===== config.mk =====
export PLATFORM = sky130hd
export DESIGN_NAME = mpd_ctrl
export DESIGN_NICKNAME = d
export VERILOG_FILES = /design/src/hw/rtl/mpd_pkg.sv /design/src/hw/rtl/mpd_ctrl.sv
export SDC_FILE = /design/constraint.sdc
export NUM_CORES = 1
export LEC_CHECK = 0
export ABC_AREA = 1
export BUFFER_PORTS_ARGS = -buffer_cell sky130_fd_sc_hd__buf_2
export CORE_ASPECT_RATIO = 0.7
export CORE_UTILIZATION = 30
export DETAILED_ROUTE_END_ITERATION = 8
export PLACE_DENSITY = 0.58
export SLEW_MARGIN = 20
export SYNTH_ARGS = -nofsm -noshare
export SYNTH_HDL_FRONTEND = slang
export SYNTH_SLANG_ARGS = --single-unit

===== constraint.sdc =====
create_clock -name clk -period 2 [get_ports clk]
set_input_delay 0 -clock clk [delete_from_list [all_inputs] [get_ports clk]]
set_output_delay 0 -clock clk [all_outputs]
set_load 0.02 [all_outputs]

===== src/hw/rtl/mpd_pkg.sv =====
`default_nettype none
// ----------------------------------------------------------------------------
// mpd_pkg: shared types and constants of the multi-probe pressure deform core
// Item structs, configuration register indexes, datapath step codes, the
// controller state type and the command/status bundles between the two.
// ----------------------------------------------------------------------------
package mpd_pkg;

	localparam int DEFAULT_MAX_PROBES = 16;

	// Q32.32 constants
	localparam logic [63:0] Q_ONE        = 64'h0000_0001_0000_0000;
	localparam logic [63:0] FATIGUE_RATE = 64'd4294967;           // 0.001
	localparam logic [62:0] STIFF_RESET  = 63'h0000_0001_0000_0000; // 1.0

	// configuration register indexes
	localparam logic [1:0] REG_STIFFNESS = 2'd0;
	localparam logic [1:0] REG_TIME_STEP = 2'd1;
	localparam logic [1:0] REG_ACTIVE    = 2'd2;

	// item operation codes
	localparam logic OPC_PROBE_WRITE = 1'b0;
	localparam logic OPC_VERTEX      = 1'b1;

	// probe word slots
	localparam logic [2:0] WORD_POS_X  = 3'd0;
	localparam logic [2:0] WORD_DIR_X  = 3'd3;
	localparam logic [2:0] WORD_FORCE  = 3'd6;
	localparam logic [2:0] WORD_RADIUS = 3'd7;

	typedef struct packed {
		logic               operation;
		logic [3:0]         probe_slot;
		logic [2:0]         probe_word;
		logic signed [63:0] probe_value;
		logic signed [63:0] pos_x;
		logic signed [63:0] pos_y;
		logic signed [63:0] pos_z;
		logic signed [63:0] vel_x;
		logic signed [63:0] vel_y;
		logic signed [63:0] vel_z;
		logic signed [63:0] fatigue_in;
	} in_item_t;

	typedef struct packed {
		logic signed [63:0] new_pos_x;
		logic signed [63:0] new_pos_y;
		logic signed [63:0] new_pos_z;
		logic signed [63:0] new_vel_x;
		logic signed [63:0] new_vel_y;
		logic signed [63:0] new_vel_z;
		logic signed [63:0] fatigue_out;
		logic               pressed;
	} out_item_t;

	// datapath steps, in issue order
	typedef enum logic [3:0] {
		OP_DX, OP_DY, OP_DZ, OP_R2, OP_SQRT, OP_W, OP_WW, OP_INT,
		OP_SHARE, OP_D0, OP_D1, OP_D2, OP_P0, OP_P1, OP_P2, OP_FAT
	} op_t;

	typedef enum logic [2:0] {
		S_IDLE, S_INIT, S_LOAD, S_LOAD_END, S_ISSUE, S_WAIT, S_CHECK, S_NEXT
	} state_t;

	typedef struct packed {
		op_t        op;
		logic       go;
		logic       rd_en;
		logic [2:0] rd_word;
		logic       next_probe;
		logic       finish;
	} cmd_t;

	typedef struct packed {
		logic done;
		logic hit;
		logic more;
		logic pressed;
		logic empty;
	} status_t;

endpackage
`default_nettype wire


===== src/hw/rtl/mpd_ctrl.sv =====
`default_nettype none
// ----------------------------------------------------------------------------
// mpd_ctrl: controller
// Sequences probe loads and datapath steps for one vertex at a time.
// ----------------------------------------------------------------------------
module mpd_ctrl import mpd_pkg::*; (
	input  wire logic    clk,
	input  wire logic    arst_n,
	input  wire logic    vertex_go,
	input  wire status_t status,
	output logic         busy,
	output cmd_t         cmd
);
	state_t     state_q, state_n;
	op_t        op_q, op_n;
	logic [2:0] wcnt_q, wcnt_n;

	function automatic op_t succ(input op_t op);
		case (op)
			OP_DX:    succ = OP_DY;
			OP_DY:    succ = OP_DZ;
			OP_DZ:    succ = OP_R2;
			OP_SQRT:  succ = OP_W;
			OP_W:     succ = OP_WW;
			OP_WW:    succ = OP_INT;
			OP_INT:   succ = OP_SHARE;
			OP_SHARE: succ = OP_D0;
			OP_D0:    succ = OP_D1;
			OP_D1:    succ = OP_D2;
			OP_P0:    succ = OP_P1;
			OP_P1:    succ = OP_P2;
			OP_P2:    succ = OP_FAT;
			default:  succ = OP_DX;
		endcase
	endfunction

	always_comb begin
		state_n = state_q;
		op_n    = op_q;
		wcnt_n  = wcnt_q;
		case (state_q)
			S_IDLE: begin
				if (vertex_go)
					state_n = S_INIT;
			end
			S_INIT: begin
				wcnt_n = '0;
				if (status.empty)
					state_n = S_IDLE;
				else
					state_n = S_LOAD;
			end
			S_LOAD: begin
				wcnt_n = wcnt_q + 3'd1;
				if (wcnt_q == 3'd7)
					state_n = S_LOAD_END;
			end
			S_LOAD_END: begin
				op_n    = OP_DX;
				state_n = S_ISSUE;
			end
			S_ISSUE: state_n = S_WAIT;
			S_WAIT: begin
				if (status.done) begin
					case (op_q)
						OP_R2: begin
							op_n    = OP_SQRT;
							state_n = S_CHECK;
						end
						OP_D2:  state_n = S_NEXT;
						OP_FAT: state_n = S_IDLE;
						default: begin
							op_n    = succ(op_q);
							state_n = S_ISSUE;
						end
					endcase
				end
			end
			S_CHECK: state_n = status.hit ? S_ISSUE : S_NEXT;
			S_NEXT: begin
				wcnt_n = '0;
				if (status.more) begin
					state_n = S_LOAD;
				end else if (status.pressed) begin
					op_n    = OP_P0;
					state_n = S_ISSUE;
				end else begin
					state_n = S_IDLE;
				end
			end
			default: state_n = S_IDLE;
		endcase
	end

	always_ff @(posedge clk or negedge arst_n) begin
		if (!arst_n) begin
			state_q <= S_IDLE;
			op_q    <= OP_DX;
			wcnt_q  <= '0;
		end else begin
			state_q <= state_n;
			op_q    <= op_n;
			wcnt_q  <= wcnt_n;
		end
	end

	// finish on every path that returns to idle from a busy state
	always_comb begin
		busy           = (state_q != S_IDLE);
		cmd.op         = op_q;
		cmd.go         = (state_q == S_ISSUE);
		cmd.rd_en      = (state_q == S_LOAD);
		cmd.rd_word    = wcnt_q;
		cmd.next_probe = (state_q == S_NEXT);
		cmd.finish     = (state_q != S_IDLE) && (state_n == S_IDLE);
	end

	a_done_in_wait: assert property (@(posedge clk) disable iff (!arst_n)
		status.done |-> (state_q == S_WAIT))
		else $error("unit finished outside wait");
	a_issue_wait: assert property (@(posedge clk) disable iff (!arst_n)
		(state_q == S_ISSUE) |=> (state_q == S_WAIT))
		else $error("issue not followed by wait");
	a_finish_idle: assert property (@(posedge clk) disable iff (!arst_n)
		cmd.finish |=> (state_q == S_IDLE))
		else $error("finish without return to idle");
	a_cmd_excl: assert property (@(posedge clk) disable iff (!arst_n)
		$onehot0({cmd.go, cmd.rd_en, cmd.next_probe}))
		else $error("overlapping commands");

endmodule
`default_nettype wire


==> flow_metrics.env, run 1 <==
export IMPL_cts_repair_resized=0
export IMPL_status="complete, no violations"
export IMPL_end_kind="output port"
export IMPL_first_pass_iters=4
export IMPL_die_w_um=60.7
export IMPL_synthCells=97
export IMPL_max_freq_ghz=0.626
export IMPL_min_path_cells=3
export IMPL_rsz0062_at_grt="no"
export IMPL_p_sw_share_pct=49.5
export IMPL_timing_rr_end="op_q[3]$_DFFE_PN0P_"
export IMPL_synthToLayoutAreaGrowth_pct=25.7
export IMPL_avgViaCountPerCell=4.67
export IMPL_use_met3_pct=5.79
export IMPL_path_clk_slew_ns=0.07
export IMPL_synth_most_common_cell="nand2_1"
export IMPL_syn_cell_area_sq_um=724
export IMPL_start_util_pct=32.8
export IMPL_worst_slack_ns=0.402
export IMPL_wire_per_inst_um=10.5
export IMPL_clock_skew_ns=0.00625
export IMPL_cts_tree="yes"
export IMPL_antennaDiodeCount=0
export IMPL_cap_violations=0
export IMPL_p_sw_w=0.000585
export IMPL_synth_top_area_share_pct=34.5
export IMPL_place_inst=147
export IMPL_critical_path_class="reg2out"
export IMPL_tightest_slew_ns=0.326
export IMPL_r2r_cells=6
export IMPL_row_count=14
export IMPL_use_met2_pct=20.4
export IMPL_p_leak_nw=0.494
export IMPL_cts_buffers=3
export IMPL_period_minus_slack_ns=1.60
export IMPL_drt_iter0_drc=46
export IMPL_ys_flop_type="dfrtp_1"
export IMPL_hold_viol=0
export IMPL_synth_common_cells="nand2_1, inv_1, nand3_1, dfrtp_1, o21ai_1"
export IMPL_io_buffers=19
export IMPL_gr_total_overflow=0
export IMPL_routed_wl_um=1600
export IMPL_nNetsFinal=136
export IMPL_synth_edff_count=0
export IMPL_dp_hpwl_um=1310
export IMPL_avgSynthCellArea_sq_um=7.47
export IMPL_ys_types=23
export IMPL_die_height_um=43.1
export IMPL_arrival_ns=1.60
export IMPL_grt_pass1_wl_um=2690
export IMPL_cts_buffer_depth=2
export IMPL_setup_viol=0
export IMPL_whs_endpoint="state_q[1]$_DFF_PN0_"
export IMPL_power_share_combinational_pct=51.5
export IMPL_period_share_pct=79.9
export IMPL_maxSlewHeadroom_pct=78.3
export IMPL_grt_pass1_vias=613
export IMPL_coreArea_sq_um=2210
export IMPL_met1_usage_pct=20.1
export IMPL_start_kind="register"
export IMPL_worstReg2RegStart="state_q[0]$_DFF_PN0_"
export IMPL_p_int_w=0.000596
export IMPL_ys_seq_area_share_pct=34.5
export IMPL_cts_sinks=10
export IMPL_yosysWarnings=0
export IMPL_p_clk_share_pct=15.1
export IMPL_fin_tns_setup_ns=0
export IMPL_pre_cts_ws_ns=0.654
export IMPL_ir_worst_vdd_mv=0.402
export IMPL_yosys_top_cells_area="dfrtp_1, nand2_1, ha_1, inv_1, nand3_1"
export IMPL_h_tree_depth=1
export IMPL_dieArea_sq_um=2620
export IMPL_clk_latency_ns=0.26
export IMPL_cp_required_ns=2.00
export IMPL_route_vias_total=715
export IMPL_reg2reg_slack_ns=0.64
export IMPL_detail_route_antenna_nets=0
export IMPL_fin_cells=153
export IMPL_holdCritPathClass="in2reg"
export IMPL_grt_antenna_before_repair=0
export IMPL_clk_root_buffer_cell="clkbuf_4"
export IMPL_ys_async_sr_fraction_pct=100
export IMPL_drcViolationCount=0
export IMPL_gp_congestion=0.849
export IMPL_synth_seq_cells=10
export IMPL_synth_top_cell_by_area="dfrtp_1"
export IMPL_p_per_area_nw_per_um2=1300
export IMPL_grt_max_degree=11
export IMPL_busiest_layer="met2"
export IMPL_drv_slew=0
export IMPL_crit_fanout=7
export IMPL_post_route_cells_drive_above_1_share_pct=25.6
export IMPL_min_delay_start="status[4]"
export IMPL_synth_fp_nets=111
export IMPL_finalPower_w=0.00118
export IMPL_seqPwrFrac_pct=33.4
export IMPL_io_pins=20
export IMPL_grtUsageTotal_pct=14.2
[per-stage QoR]
| step | instance area (sq um) | hold slack [ns] | util (%) |
|---|---|---|---|
| 4_1_cts | 911 | 0.0791 | 41.3 |
| 2_1_floorplan | 724 | -0.296 | - |
| 5_1_grt | 911 | 0.0796 | 41.3 |
| 6_report | 911 | 0.0743 | 41.3 |
| 3_3_place_gp | 855 | -0.125 | 38.7 |
| 3_5_place_dp | 855 | -0.129 | 38.7 |
[kinds of logic after synthesis]
family | after synthesis | share of synthesized area [%]
simple gates | 46 | 31.6
compound gates | 16 | 12.6
flops | 10 | 34.5
mux | 1 | 1.38
fa+ha+maj | 6 | 10.4
buf+inv | 18 | 9.50
[layout make-up]
cell class	count	area (sq um)
timing repair buffer	21	115
clock buffer	4	36.3
tap	32	40.0
multi-input combinational	69	405
inverter	17	63.8
sequential	10	250
fill	243	1300
[layout by cell type, fill, tap and decap left out, drive strengths merged, types with 2 or more instances in the layout]
cell	instances
ha	6
nand3	11
nor2	5
a21oi	2
nand4	2
dfrtp	10
nand2	25
o21ai	10
buf	19
dlygate4sd3	2
nor3	3
inv	17
clkbuf	4
[sequential cells by signal (all words and copies together) (netlist names)]
name / flops
state_q: 3
wcnt_q: 3
op_q: 4
[worst max path at each step]
stage                               from             endpoint  slack, ns  cells after the start
CTS                  op_q[1]$_DFFE_PN0P_               cmd[0]       0.38                      7
finish              state_q[1]$_DFF_PN0_               cmd[0]       0.40                      6
global placement    state_q[0]$_DFF_PN0_  op_q[3]$_DFFE_PN0P_       0.64                      6
global route        state_q[1]$_DFF_PN0_               cmd[0]       0.27                      8
floorplan            op_q[0]$_DFFE_PN0P_               cmd[0]       0.65                      6
detailed placement  state_q[0]$_DFF_PN0_  op_q[3]$_DFFE_PN0P_       0.65                      6
[layer usage]
layer,wire [um],part of all wire [%],vias to the layer above
met2,697,44,20
met1,794,50,327
met4,13,0.81,0
met3,95,5.9,2
met5,0,0,-
li1,-,-,366
[worst max-delay path, cell delays in order, from the launching register on]
cell and delay [ns]:
dfrtp_1 0.52, inv_2 0.14, nor3_4 0.24, nand2_1 0.09
nand3_1 0.13, nor3_2 0.05, buf_2 0.15
[what timing repair did]
action,CTS,global route
setup buffers,0,0
endpoints found under the hold margin,11,0
hold buffers,2,0
[power by group through the flow]
| stage | logic [W] | clock network (W) | registers [W] |
|---|---|---|---|
| 3_5_place_dp | 0.000608 | 0 | 0.000398 |
| 6_report | 0.000609 | 0.000178 | 0.000394 |
| 5_1_grt | 0.000683 | 0.000191 | 0.000414 |
| 2_1_floorplan | 0.000428 | 0 | 0.000403 |
| 4_1_cts | 0.000615 | 0.000182 | 0.000394 |
| 3_3_place_gp | 0.000606 | 0 | 0.000396 |
Note: power is estimated with default switching activity, not from simulation.
==> run 2: changes to the inputs <==
--- a/config.mk
+++ b/config.mk
@@ -10,7 +10,7 @@
 export CORE_ASPECT_RATIO = 0.7
 export CORE_UTILIZATION = 30
 export DETAILED_ROUTE_END_ITERATION = 8
-export PLACE_DENSITY = 0.58
+export PLACE_DENSITY = 0.6
 export SLEW_MARGIN = 20
 export SYNTH_ARGS = -nofsm -noshare
 export SYNTH_HDL_FRONTEND = slang
==> constraint.sdc (replaced) <==
create_clock -name clk -period 1.45 [get_ports clk]
set_input_delay 0 -clock clk [delete_from_list [all_inputs] [get_ports clk]]
set_output_delay 0 -clock clk [all_outputs]
set_load 0.02 [all_outputs]
==> flow_metrics.env, run 2 (same netlist as run 1, synthesis figures left out) <==
export IMPL_clk_latency_ns=0.27
export IMPL_cts_sinks=10
export IMPL_p_leak_nw=0.530
export IMPL_grt_antenna_before_repair=0
export IMPL_grtUsageTotal_pct=14.7
export IMPL_period_minus_slack_ns=1.53
export IMPL_nNetsFinal=144
export IMPL_status="finished with violations"
export IMPL_busiest_layer="met2"
export IMPL_gp_congestion=0.871
export IMPL_post_route_cells_drive_above_1_share_pct=38.0
export IMPL_routed_wl_um=1750
export IMPL_hold_viol=0
export IMPL_grt_max_degree=11
export IMPL_clock_skew_ns=0.0105
export IMPL_gr_total_overflow=0
export IMPL_top_register="op_q"
export IMPL_io_buffers=19
export IMPL_grt_pass1_wl_um=2780
export IMPL_dieArea_sq_um=2620
export IMPL_avgViaCountPerCell=4.71
export IMPL_largestRegisters="op_q x4, state_q x3, wcnt_q x3"
export IMPL_wire_per_inst_um=10.8
export IMPL_failed_checks="setup timing"
export IMPL_first_pass_iters=4
export IMPL_cp_required_ns=1.45
export IMPL_worst_slack_ns=-0.0812
export IMPL_max_freq_ghz=0.653
export IMPL_rsz0062_at_grt="yes"
export IMPL_h_tree_depth=1
export IMPL_use_met2_pct=22.2
export IMPL_arrival_ns=1.53
export IMPL_cp_slowest_stage_delay_ns=0.40
export IMPL_holdCritPathClass="in2reg"
export IMPL_clk_root_buffer_cell="clkbuf_4"
export IMPL_ir_worst_vdd_mv=0.676
export IMPL_crit_fanout=3
export IMPL_path_cells="ha_2 > ha_1 > nand2_1 > nand3_2 > nor3_2 > buf_4"
export IMPL_fin_cells=161
export IMPL_synthToLayoutAreaGrowth_pct=37.3
export IMPL_period_share_pct=106
export IMPL_final_common_cell="nand2_1"
export IMPL_drt_iter0_drc=37
export IMPL_cts_tree="yes"
export IMPL_end_kind="output port"
export IMPL_die_w_um=60.7
export IMPL_drv_slew=0
export IMPL_start_kind="register"
export IMPL_cts_buffers=3
export IMPL_met1_usage_pct=19.1
export IMPL_maxSlewHeadroom_pct=84.8
export IMPL_coreArea_sq_um=2210
export IMPL_dp_hpwl_um=1290
export IMPL_whs_ns=0.0521
export IMPL_critPathSlowestCell="dfrtp_1"
export IMPL_die_height_um=43.1
export IMPL_use_met3_pct=6.10
export IMPL_path_clk_slew_ns=0.08
export IMPL_detail_route_antenna_nets=0
export IMPL_drcViolationCount=0
export IMPL_antennaDiodeCount=0
export IMPL_cap_violations=0
export IMPL_route_vias_total=758
export IMPL_tightest_slew_ns=0.229
export IMPL_cts_buffer_depth=2
export IMPL_io_pins=20
export IMPL_largest_reg_flops=4
export IMPL_grt_pass1_vias=654
export IMPL_setup_viol=1
export IMPL_place_inst=149
export IMPL_p_per_area_nw_per_um2=1790
export IMPL_mostFrequentLayoutCells="nand2_1, buf_2, inv_1"
export IMPL_row_count=14
export IMPL_start_util_pct=32.8
export IMPL_critical_path_class="reg2out"
## run 2: final cells by class
class | instances | area (sq um)
multi-input cells | 69 | 420
repair buffers | 29 | 178
flip-flops and latches | 10 | 254
fillers | 236 | 1210
inverters | 17 | 66.3
well taps | 32 | 40.0
clock buffers | 4 | 36.3
## run 2: critical path, delay by kind of cell, from the launching register on
family	cells	cell delay, ns
adder cells (fa/ha/maj)	2	0.36
buffers and inverters	1	0.16
flip-flops	1	0.40
AND/OR/NAND/NOR	3	0.35
## run 2: repair_timing
item / 4_1_cts / 5_1_grt
hold buffers: 2 / 0
buffers inserted: 4 / 2
endpoints found under the hold margin: 11 / 0
pin swaps: 1 / 5
endpoints found under the setup margin: 2 / 1
resized for setup: 6 / 7
## run 2: path summary, 6_finish.rpt
kind	from	to	slack [ns]	cells past startpoint
max	wcnt_q[1]$_DFFE_PN0P_	cmd[0]	-0.08	6
min	status[4]	state_q[1]$_DFF_PN0_	0.05	3
max reg2reg	state_q[1]$_DFF_PN0_	op_q[3]$_DFFE_PN0P_	0.11	6
min reg2reg	wcnt_q[1]$_DFFE_PN0P_	wcnt_q[1]$_DFFE_PN0P_	0.56	2
max in group asynchronous	arst_n	state_q[0]$_DFF_PN0_	1.13	2
min in group asynchronous	arst_n	op_q[1]$_DFFE_PN0P_	0.11	2
## run 2: power by group
group | total, W | leakage (nW) | internal (W) | switching, W
sequential | 0.000537 | 0.130 | 0.000381 | 0.000156
clock | 0.000254 | 0.0210 | 0.000152 | 0.000101
combinational | 0.000990 | 0.379 | 0.000388 | 0.000601
## run 2: metrics by stage
stage                     setup TNS [ns]  util [%]  setup WS [ns]  power [W]  cell area [sq um]
after floorplan                        0         -         0.0991    0.00115                724
after global placement                 0      39.4         0.0915    0.00139                870
after detailed placement               0      39.4         0.0921    0.00139                870
after CTS                         -0.113      43.8         -0.113    0.00173                967
after global routing              -0.146      45.1         -0.146    0.00192                995
final                            -0.0812      45.1        -0.0812    0.00178                995
## run 2: per-layer routing
metal  wire [um]  share of wire, %  vias up
met5           0                 0        -
met4           9              0.52        0
met3         142               8.1        2
met2         807                46       23
met1         787                45      353
li1            -                 -      380
==> run 3: changes to the inputs <==
--- a/config.mk
+++ b/config.mk
@@ -7,10 +7,9 @@
 export LEC_CHECK = 0
 export ABC_AREA = 1
 export BUFFER_PORTS_ARGS = -buffer_cell sky130_fd_sc_hd__buf_2
-export CORE_ASPECT_RATIO = 0.7
-export CORE_UTILIZATION = 30
+export CORE_UTILIZATION = 45
 export DETAILED_ROUTE_END_ITERATION = 8
-export PLACE_DENSITY = 0.6
+export PLACE_DENSITY = 0.8
 export SLEW_MARGIN = 20
 export SYNTH_ARGS = -nofsm -noshare
 export SYNTH_HDL_FRONTEND = slang
==> flow_metrics.env, run 3 (same netlist as run 1, synthesis figures left out) <==
export IMPL_drcViolationCount=0
export IMPL_largest_reg_flops=4
export IMPL_wire_per_inst_um=13.0
export IMPL_crit_fanout=4
export IMPL_max_freq_ghz=0.640
export IMPL_arrival_ns=1.56
export IMPL_start_kind="register"
export IMPL_post_route_cells_drive_above_1_share_pct=47.0
export IMPL_clock_skew_ns=0.00403
export IMPL_path_clk_slew_ns=0.07
export IMPL_cts_buffer_depth=2
export IMPL_first_pass_iters=4
export IMPL_io_buffers=19
export IMPL_grt_max_degree=11
export IMPL_cp_required_ns=1.45
export IMPL_cts_buffers=3
export IMPL_mostFrequentLayoutCells="nand2_1, buf_2, buf_4"
export IMPL_antennaDiodeCount=0
export IMPL_gp_congestion=0.903
export IMPL_multiInputGateArea_sq_um=463
export IMPL_failed_checks="setup timing"
export IMPL_dp_hpwl_um=1290
export IMPL_grt_pass1_wl_um=3040
export IMPL_final_common_cell="nand2_1"
export IMPL_io_pins=20
export IMPL_p_leak_nw=0.565
export IMPL_timing_rr_end="op_q[3]$_DFFE_PN0P_"
export IMPL_rsz0062_at_grt="yes"
export IMPL_fillers=113
export IMPL_r2r_cells=8
export IMPL_holdCritPathClass="in2async"
export IMPL_period_minus_slack_ns=1.56
export IMPL_detail_route_antenna_nets=0
export IMPL_hold_viol=0
export IMPL_final_seq_area_sq_um=259
export IMPL_grt_pass1_vias=723
export IMPL_postPlaceCellArea_sq_um=835
export IMPL_final_area_sq_um=1060
export IMPL_grtUsageTotal_pct=22.8
export IMPL_die_w_um=42.1
export IMPL_routed_wl_um=1940
export IMPL_start_util_pct=48.1
export IMPL_avgViaCountPerCell=5.44
export IMPL_setup_viol=1
export IMPL_reg2reg_slack_ns=0.01
export IMPL_end_kind="output port"
export IMPL_top_register="op_q"
export IMPL_cap_violations=0
export IMPL_critical_path_class="reg2out"
export IMPL_clk_latency_ns=0.28
export IMPL_cts_sinks=10
export IMPL_largestRegisters="op_q x4, state_q x3, wcnt_q x3"
export IMPL_tightest_slew_ns=0.245
export IMPL_p_per_area_nw_per_um2=1800
export IMPL_ir_worst_vdd_mv=0.930
export IMPL_synthToLayoutAreaGrowth_pct=46.3
export IMPL_worstReg2RegStart="op_q[0]$_DFFE_PN0P_"
export IMPL_worstSetupStartpoint="op_q[0]$_DFFE_PN0P_"
export IMPL_pre_cts_ws_ns=0.0520
export IMPL_coreArea_sq_um=1510
export IMPL_worst_slack_ns=-0.112
export IMPL_nNetsFinal=149
export IMPL_status="finished with violations"
export IMPL_h_tree_depth=1
export IMPL_maxSlewHeadroom_pct=83.7
export IMPL_die_height_um=42.1
export IMPL_gr_total_overflow=0
export IMPL_period_share_pct=108
export IMPL_cts_tree="yes"
export IMPL_row_count=14
export IMPL_drv_slew=0
export IMPL_dieArea_sq_um=1770
export IMPL_grt_antenna_before_repair=0
export IMPL_endpoint="cmd[0]"
export IMPL_clk_root_buffer_cell="clkbuf_4"
export IMPL_drt_iter0_drc=17
export IMPL_route_vias_total=816
[run 3: metrics by stage]
step	TNS (ns)	std cells	power [W]	hold slack, ns	utilization [%]
finish	-0.112	150	0.00190	0.105	70.3
global route	-0.255	150	0.00203	0.133	70.3
CTS	-0.105	141	0.00173	0.0602	62.5
detailed placement	0	131	0.00139	-0.123	55.4
global placement	0	131	0.00136	-0.125	55.4
floorplan	0	97	0.00115	-0.296	-
[run 3: worst min-delay path by stage]
stage | end | slack (ns) | from
2_1_floorplan | op_q[0]$_DFFE_PN0P_ | -0.30 | arst_n
5_1_grt | wcnt_q[0]$_DFFE_PN0P_ | 0.13 | arst_n
4_1_cts | state_q[1]$_DFF_PN0_ | 0.06 | status[4]
3_5_place_dp | state_q[0]$_DFF_PN0_ | -0.12 | arst_n
6_report | state_q[0]$_DFF_PN0_ | 0.11 | arst_n
3_3_place_gp | state_q[1]$_DFF_PN0_ | -0.13 | arst_n
[run 3: cell type report]
class / count / area share, %
Multi-Input combinational cell: 69 / 43.7
Sequential cell: 10 / 24.4
Timing Repair Buffer: 34 / 20.3
Inverter: 17 / 6.26
Clock buffer: 4 / 3.42
Tap cell: 16 / 1.89
[run 3: what timing repair did]
action	in CTS	in global routing
endpoints found under the setup margin	1	2
cloned	0	0
endpoints found under the hold margin	11	0
pin swaps	1	4
hold buffers	2	0
buffers inserted	4	9
gates resized for setup	9	16
[run 3: critical path: stages, from the launching register on]
cell	delay [ns]
dfrtp_2	0.46
ha_4	0.20
nand2_4	0.06
inv_2	0.04
nand2_2	0.05
nand2_2	0.05
nand3_2	0.06
nand2_2	0.06
nor3_2	0.15
buf_4	0.16
[run 3: layer usage]
metal | share of wire [%] | track usage [%] | wire length (um) | up-vias
li1 | - | - | - | 390
met1 | 39 | 24.5 | 751 | 387
met2 | 53 | 41.9 | 1040 | 33
met3 | 6.1 | 7.76 | 118 | 6
met4 | 1.9 | 6.88 | 36 | 0
met5 | 0 | 0 | 0 | -
[run 3: power by group]
| part | switching, W | internal (W) |
|---|---|---|
| logic | 0.000634 | 0.000440 |
| registers | 0.000179 | 0.000387 |
| clock network | 0.000111 | 0.000153 |
| total | 0.000924 | 0.000980 |
